==> config.mk <==
export PLATFORM = sky130hd
export DESIGN_NAME = sha256_message_digest_top
export DESIGN_NICKNAME = d
export VERILOG_FILES = /design/src/rtl/sha256_pkg.sv /design/src/rtl/sha256_message_digest_top.sv
export SDC_FILE = /design/constraint.sdc
export NUM_CORES = 2
export LEC_CHECK = 0
export BUFFER_PORTS_ARGS = -buffer_cell sky130_fd_sc_hd__clkbuf_2
export CAP_MARGIN = 20
export CELL_PAD_IN_SITES_DETAIL_PLACEMENT = 0
export CELL_PAD_IN_SITES_GLOBAL_PLACEMENT = 1
export CORE_ASPECT_RATIO = 1.1
export CORE_MARGIN = 4
export CORE_UTILIZATION = 48
export DETAILED_ROUTE_END_ITERATION = 8
export PLACE_DENSITY = 0.79
export SETUP_SLACK_MARGIN = 0.4
export SKIP_CTS_REPAIR_TIMING = 1
export SLEW_MARGIN = 20
export SYNTH_ARGS = -nofsm -noshare
export SYNTH_HDL_FRONTEND = slang
export SYNTH_SLANG_ARGS = --single-unit
==> constraint.sdc <==
create_clock -name clk -period 20.5 [get_ports clk]
set_input_delay 4.1 -clock clk [delete_from_list [all_inputs] [get_ports clk]]
set_output_delay 4.1 -clock clk [all_outputs]
set_load 0.005 [all_outputs]
==> src/rtl/sha256_pkg.sv <==
// SHA-256 constants, round constant table and round functions.
`timescale 1ns / 1ps
package sha256_pkg;

	typedef logic [31:0] word_t;
	typedef logic [5:0]  round_t;

	localparam word_t PAD_BYTE = 32'h0000_0080;

	localparam word_t H_INIT [8] = '{
		32'h6a09e667, 32'hbb67ae85, 32'h3c6ef372, 32'ha54ff53a,
		32'h510e527f, 32'h9b05688c, 32'h1f83d9ab, 32'h5be0cd19
	};

	localparam word_t ROUND_K [64] = '{
		32'h428a2f98, 32'h71374491, 32'hb5c0fbcf, 32'he9b5dba5,
		32'h3956c25b, 32'h59f111f1, 32'h923f82a4, 32'hab1c5ed5,
		32'hd807aa98, 32'h12835b01, 32'h243185be, 32'h550c7dc3,
		32'h72be5d74, 32'h80deb1fe, 32'h9bdc06a7, 32'hc19bf174,
		32'he49b69c1, 32'hefbe4786, 32'h0fc19dc6, 32'h240ca1cc,
		32'h2de92c6f, 32'h4a7484aa, 32'h5cb0a9dc, 32'h76f988da,
		32'h983e5152, 32'ha831c66d, 32'hb00327c8, 32'hbf597fc7,
		32'hc6e00bf3, 32'hd5a79147, 32'h06ca6351, 32'h14292967,
		32'h27b70a85, 32'h2e1b2138, 32'h4d2c6dfc, 32'h53380d13,
		32'h650a7354, 32'h766a0abb, 32'h81c2c92e, 32'h92722c85,
		32'ha2bfe8a1, 32'ha81a664b, 32'hc24b8b70, 32'hc76c51a3,
		32'hd192e819, 32'hd6990624, 32'hf40e3585, 32'h106aa070,
		32'h19a4c116, 32'h1e376c08, 32'h2748774c, 32'h34b0bcb5,
		32'h391c0cb3, 32'h4ed8aa4a, 32'h5b9cca4f, 32'h682e6ff3,
		32'h748f82ee, 32'h78a5636f, 32'h84c87814, 32'h8cc70208,
		32'h90befffa, 32'ha4506ceb, 32'hbef9a3f7, 32'hc67178f2
	};

	function automatic word_t rotr(input word_t x, input int unsigned n);
		rotr = (x >> n) | (x << (32 - n));
	endfunction

	function automatic word_t big_s0(input word_t x);
		big_s0 = rotr(x, 2) ^ rotr(x, 13) ^ rotr(x, 22);
	endfunction

	function automatic word_t big_s1(input word_t x);
		big_s1 = rotr(x, 6) ^ rotr(x, 11) ^ rotr(x, 25);
	endfunction

	function automatic word_t small_s0(input word_t x);
		small_s0 = rotr(x, 7) ^ rotr(x, 18) ^ (x >> 3);
	endfunction

	function automatic word_t small_s1(input word_t x);
		small_s1 = rotr(x, 17) ^ rotr(x, 19) ^ (x >> 10);
	endfunction

endpackage

==> src/rtl/sha256_message_digest_top.sv <==
// SHA-256 digest engine: byte intake, block memory, round loop and digest output.
//
// Input channel: message_byte, byte_valid, end_of_message with in_valid/in_stall.
// A request is taken while the engine is idle. Each 64th byte starts a
// compression (a read-ahead state of the block memory, 64 rounds at one per
// cycle, a hash update state), during which in_stall is high. End of message
// adds a setup state and one or two compressions (two when more than 55 bytes
// sit in the last block).
// Output channel: digest_word, word_index, last_word with out_valid/out_stall;
// eight requests, word 0 first, one per cycle while out_stall is low.
// A stalled output word holds, and no input is taken until word 7 leaves;
// then the initial hash reloads and a new message may start.
// Reset clears the byte count, the fill level and the control state and loads
// the initial hash. Block memory contents need no reset.
`timescale 1ns / 1ps
module sha256_message_digest_top (
	input  logic        clk,
	input  logic        arst_n,
	input  logic        in_valid,
	output logic        in_stall,
	input  logic [7:0]  message_byte,
	input  logic        byte_valid,
	input  logic        end_of_message,
	output logic        out_valid,
	input  logic        out_stall,
	output logic [31:0] digest_word,
	output logic [2:0]  word_index,
	output logic        last_word
);

	localparam logic [2:0] ST_IDLE  = 3'd0;
	localparam logic [2:0] ST_PAD   = 3'd1;
	localparam logic [2:0] ST_PRE   = 3'd2;
	localparam logic [2:0] ST_ROUND = 3'd3;
	localparam logic [2:0] ST_FIN   = 3'd4;
	localparam logic [2:0] ST_OUT   = 3'd5;

	logic [2:0]              state_q;
	sha256_pkg::word_t       hash_q [8];
	sha256_pkg::word_t       v_q [8];
	sha256_pkg::word_t       win_q [16];
	sha256_pkg::word_t       mem [16];
	sha256_pkg::word_t       rdata_q;
	sha256_pkg::word_t       acc_q;
	logic [60:0]             count_q;
	logic [5:0]              fill_q;
	sha256_pkg::round_t      rnd_q;
	logic                    eom_q, pad_q, len_q, zero_q;
	logic [2:0]              oidx_q;

	logic                    in_acc, out_acc, mem_we;
	logic [3:0]              mem_waddr, mem_raddr;
	sha256_pkg::word_t       acc_next, pad_word, w_src, w_new, t1, t2;
	logic [4:0]              sh;
	logic [63:0]             bits;
	logic [3:0]              ridx;

	assign in_stall  = (state_q != ST_IDLE);
	assign in_acc    = in_valid && !in_stall;
	assign out_valid = (state_q == ST_OUT);
	assign out_acc   = out_valid && !out_stall;
	assign digest_word = hash_q[oidx_q];
	assign word_index  = oidx_q;
	assign last_word   = (oidx_q == 3'd7);

	assign sh       = 5'd24 - {fill_q[1:0], 3'b000};
	assign acc_next = (fill_q[1:0] == 2'd0) ? {message_byte, 24'd0}
		: (acc_q | ({24'd0, message_byte} << sh));
	assign pad_word = ((fill_q[1:0] == 2'd0) ? 32'd0 : acc_q) | (sha256_pkg::PAD_BYTE << sh);
	assign bits     = {count_q, 3'b000};
	assign ridx     = rnd_q[3:0];

	assign mem_we    = in_acc && byte_valid && (fill_q[1:0] == 2'd3);
	assign mem_waddr = fill_q[5:2];
	assign mem_raddr = (state_q == ST_ROUND) ? (ridx + 4'd1) : 4'd0;

	always_ff @(posedge clk) begin
		if (mem_we) begin
			mem[mem_waddr] <= acc_next;
		end
		rdata_q <= mem[mem_raddr];
	end

	always_comb begin
		w_src = rdata_q;
		if (len_q && ridx == 4'd14) begin
			w_src = bits[63:32];
		end else if (len_q && ridx == 4'd15) begin
			w_src = bits[31:0];
		end else if (zero_q) begin
			w_src = '0;
		end else if (pad_q) begin
			if (ridx == fill_q[5:2]) begin
				w_src = pad_word;
			end else if (ridx > fill_q[5:2]) begin
				w_src = '0;
			end
		end
		if (rnd_q[5:4] != 2'd0) begin
			w_new = win_q[0] + sha256_pkg::small_s0(win_q[1]) + win_q[9]
				+ sha256_pkg::small_s1(win_q[14]);
		end else begin
			w_new = w_src;
		end
		t1 = v_q[7] + sha256_pkg::big_s1(v_q[4])
			+ ((v_q[4] & v_q[5]) ^ (~v_q[4] & v_q[6]))
			+ sha256_pkg::ROUND_K[rnd_q] + w_new;
		t2 = sha256_pkg::big_s0(v_q[0])
			+ ((v_q[0] & v_q[1]) ^ (v_q[0] & v_q[2]) ^ (v_q[1] & v_q[2]));
	end

	always_ff @(posedge clk) begin
		if (in_acc && byte_valid) begin
			acc_q <= acc_next;
		end
		if (state_q == ST_PRE) begin
			for (int i = 0; i < 8; i++) begin
				v_q[i] <= hash_q[i];
			end
		end else if (state_q == ST_ROUND) begin
			for (int i = 1; i < 8; i++) begin
				v_q[i] <= v_q[i-1];
			end
			v_q[4] <= v_q[3] + t1;
			v_q[0] <= t1 + t2;
			for (int i = 0; i < 15; i++) begin
				win_q[i] <= win_q[i+1];
			end
			win_q[15] <= w_new;
		end
	end

	always_ff @(posedge clk or negedge arst_n) begin
		if (!arst_n) begin
			state_q <= ST_IDLE;
			count_q <= '0;
			fill_q  <= '0;
			rnd_q   <= '0;
			eom_q   <= 1'b0;
			pad_q   <= 1'b0;
			len_q   <= 1'b0;
			zero_q  <= 1'b0;
			oidx_q  <= '0;
			for (int i = 0; i < 8; i++) begin
				hash_q[i] <= sha256_pkg::H_INIT[i];
			end
		end else begin
			unique case (state_q)
				ST_IDLE: begin
					if (in_acc) begin
						eom_q <= end_of_message;
						if (byte_valid) begin
							fill_q  <= fill_q + 6'd1;
							count_q <= count_q + 61'd1;
						end
						if (byte_valid && fill_q == 6'd63) begin
							state_q <= ST_PRE;
						end else if (end_of_message) begin
							state_q <= ST_PAD;
						end
					end
				end
				ST_PAD: begin
					pad_q   <= 1'b1;
					len_q   <= (fill_q <= 6'd55);
					state_q <= ST_PRE;
				end
				ST_PRE: begin
					rnd_q   <= '0;
					state_q <= ST_ROUND;
				end
				ST_ROUND: begin
					rnd_q <= rnd_q + 6'd1;
					if (rnd_q == 6'd63) begin
						state_q <= ST_FIN;
					end
				end
				ST_FIN: begin
					for (int i = 0; i < 8; i++) begin
						hash_q[i] <= hash_q[i] + v_q[i];
					end
					if (len_q) begin
						oidx_q  <= '0;
						state_q <= ST_OUT;
					end else if (pad_q) begin
						pad_q   <= 1'b0;
						zero_q  <= 1'b1;
						len_q   <= 1'b1;
						state_q <= ST_PRE;
					end else if (eom_q) begin
						state_q <= ST_PAD;
					end else begin
						state_q <= ST_IDLE;
					end
				end
				ST_OUT: begin
					if (out_acc) begin
						oidx_q <= oidx_q + 3'd1;
						if (oidx_q == 3'd7) begin
							for (int i = 0; i < 8; i++) begin
								hash_q[i] <= sha256_pkg::H_INIT[i];
							end
							count_q <= '0;
							fill_q  <= '0;
							eom_q   <= 1'b0;
							pad_q   <= 1'b0;
							len_q   <= 1'b0;
							zero_q  <= 1'b0;
							state_q <= ST_IDLE;
						end
					end
				end
				default: state_q <= ST_IDLE;
			endcase
		end
	end

`ifndef SYNTH
	a_out_blocks_in: assert property (@(posedge clk) disable iff (!arst_n)
		out_valid |-> in_stall)
		else $error("input taken while digest pending");
	a_round_end: assert property (@(posedge clk) disable iff (!arst_n)
		(state_q == ST_ROUND && rnd_q == 6'd63) |=> (state_q == ST_FIN))
		else $error("round loop did not end after 64 rounds");
	a_last_done: assert property (@(posedge clk) disable iff (!arst_n)
		(out_acc && last_word) |=> (!out_valid && fill_q == 6'd0 && count_q == 61'd0))
		else $error("engine not cleared after last digest word");
	a_len_only_final: assert property (@(posedge clk) disable iff (!arst_n)
		zero_q |-> (len_q && !pad_q))
		else $error("length block flags inconsistent");
`endif

endmodule

==> reports/qor.yml <==
grt_pass1_wl_um: 437000
antenna_found_initial: 15
cts_buffer_depth: 3
routed_wl_um: 300000
hold_viol_final: 0
worstHoldPathType: "register to register"
tightest_slew_ns: 1.24
ys_ff_latch: 1683
io_pins: 52
grt_util_all_layers_pct: 29.7
place_area_um2: 95900
fmax_mhz: 85.3
fp-row-count: 168
dp_hpwl_um: 214000
synth_cells: 8003
drtPass1Iterations: 6
yosys-top-cells-area: "edfxtp_1 (42%), ha_1 (5.6%), dfrtp_1 (5.5%), fa_1 (4.3%), dfstp_2 (3.9%)"
clkTransAtPathRegs_ns: 0.06
final_area_um2: 102000
grt_max_degree: 199
r2r_end: "v_q[0][31]"
drt-initial-drc-count: 6802
rsz0062_at_grt: "no"
timing.final.max_slew_violations: 0
fin_crit_sh_pct: 57.2
post_route_cells_drive_above_1_share_pct: 12.2
start_kind: "register"
portBuffers: 51
root_buffer: "clkbuf_16"
tns_ns: 0
grt_pass1_vias: 63400
yosysWarnings: 0
arrival_ns: 12.39
path_class: "register to register"
syn_nets: 8630
max_stage_delay_ns: 0.73
viasPerCell: 6.15
vias: 65700
slew_headroom_pct: 17.1
clock-skew-final_ns: 0.0809
clk_latency_ns: 0.87
synth_most_common_cell: "edfxtp_1"
period_minus_slack_ns: 11.72
die_w_um: 427
synth_commonest_cells: "edfxtp_1 (1312), nand2_1 (831), o21ai_0 (525)"
syn2layout_area_growth_pct: 10.3
ys_seq_area_share_pct: 52.5
r2r_cells: 43
min_to: "win_q[0][197]"
synth_top_area_share_pct: 42.5
worstPathRequired_ns: 21.18
htreeDepth: 4
initial_core_util_pct: 48.5
drc: 0
synth_edf_count: 1312
numCtsBuffers: 180
antenna_left: 0
min_from: "win_q[0][229]"
final_nets: 8591
tritoncts: "built"
status: "finished clean"
gp_congestion: 0.998
floorplan.die_area_um2: 200000
netlist_area_um2: 92800
grt_overflow: 0
die_y_um: 469
hold_ws_ns: 0.404
synth_top_area_cell: "edfxtp_1"
crit_fanout: 6
design.core.area_um2: 191000
synth_area_per_cell_um2: 11.6
synth_flop_cell: "edfxtp_1"
wl_per_cell_um: 28.1
endpoint_kind: "register"
async_flop_share_pct: 20.1
final-setup-viol-count: 0
regToRegStartpoint: "win_q[1][212]"
maxCapViolations: 0
synth.distinct_cells: 96
numClockSinks: 1683
slowest_stage: "a2111oi_0"
whs_path_depth: 0
rrSetupSlack_ns: 8.78
[through the flow]
step / utilization [%] / cells / worst slack, ns
finish: 53.5 / 10700 / 8.78
global route: 53.5 / 10700 / 8.18
CTS: 53.5 / 10700 / 8.97
detailed placement: 50.2 / 10300 / 9.05
global placement: 50.1 / 10300 / 9.08
floorplan: - / 8003 / 5.93
[layout by cell type, fill, tap and decap left out, drive strengths merged, types with 81 or more instances in the layout]
| master | instances |
|---|---|
| a21o | 195 |
| a21oi | 499 |
| a22o | 83 |
| a31oi | 105 |
| buf | 116 |
| clkbuf | 282 |
| dfrtp | 203 |
| dfstp | 136 |
| edfxtp | 1312 |
| fa | 197 |
| ha | 416 |
| inv | 456 |
| mux2 | 258 |
| mux2i | 81 |
| nand2 | 831 |
| nand2b | 83 |
| nand3 | 105 |
| nor2 | 459 |
| nor3 | 95 |
| o21ai | 529 |
| xnor2 | 386 |
| xor2 | 232 |
[routing by layer]
| metal | vias up | wire length (um) | track usage (%) |
|---|---|---|---|
| met5 | - | 64 | 0 |
| met4 | 10 | 13800 | 12.5 |
| met3 | 542 | 23800 | 5.48 |
| met2 | 2664 | 138000 | 46.7 |
| met1 | 33300 | 125000 | 40.7 |
| li1 | 29200 | - | - |
[flip-flops by register name, summed over array words and instances (netlist names), 3 cells and up]
name	count
hash_q	256
win_q	512
rnd_q	6
word_index	3
rdata_q	32
mem	512
count_q	61
state_q	3
fill_q	6
acc_q	32
v_q	256
[cells by family after synthesis]
kind of cell             Yosys count  share of synthesized area, %
adder cells (fa/ha/maj)          618                          9.92
multiplexers                     409                          5.71
AO/OA/AOI/OAI                   2029                          14.1
AND/OR/NAND/NOR                 1803                          8.54
buffers and inverters            842                          3.41
XOR/XNOR                         619                          5.86
flip-flops                      1683                          52.5
[worst max path at each step]
stage,end,cells after the start,from
finish,v_q[0][31],43,win_q[1][212]
global route,v_q[0][31],43,win_q[1][212]
CTS,v_q[0][31],43,win_q[1][212]
detailed placement,v_q[0][31],43,win_q[1][212]
global placement,v_q[0][31],43,win_q[1][212]
floorplan,win_q[0][0],8,state_q[2]
[critical path, delay by kind of cell, from the launching register on]
family,cells,cell delay (ns)
compound gates,16,4.78
fa+ha+maj,10,4.10
xor+xnor,5,0.96
simple gates,5,0.76
flops,1,0.48
buf+inv,7,0.45
[cell type report]
cell class                      count  area [um2]
Antenna cell                        7        17.5
Clock buffer                      232        4880
Clock inverter                    107        1460
Fill cell                       16500       89000
Inverter                          455        1720
Multi-Input combinational cell   5478       41200
Sequential cell                  1683       48700
Tap cell                         2550        3190
Timing Repair Buffer              166        1160
Power is not shown: default switching activity piles up to over one toggle a cycle in this logic, so the estimate is an artifact.
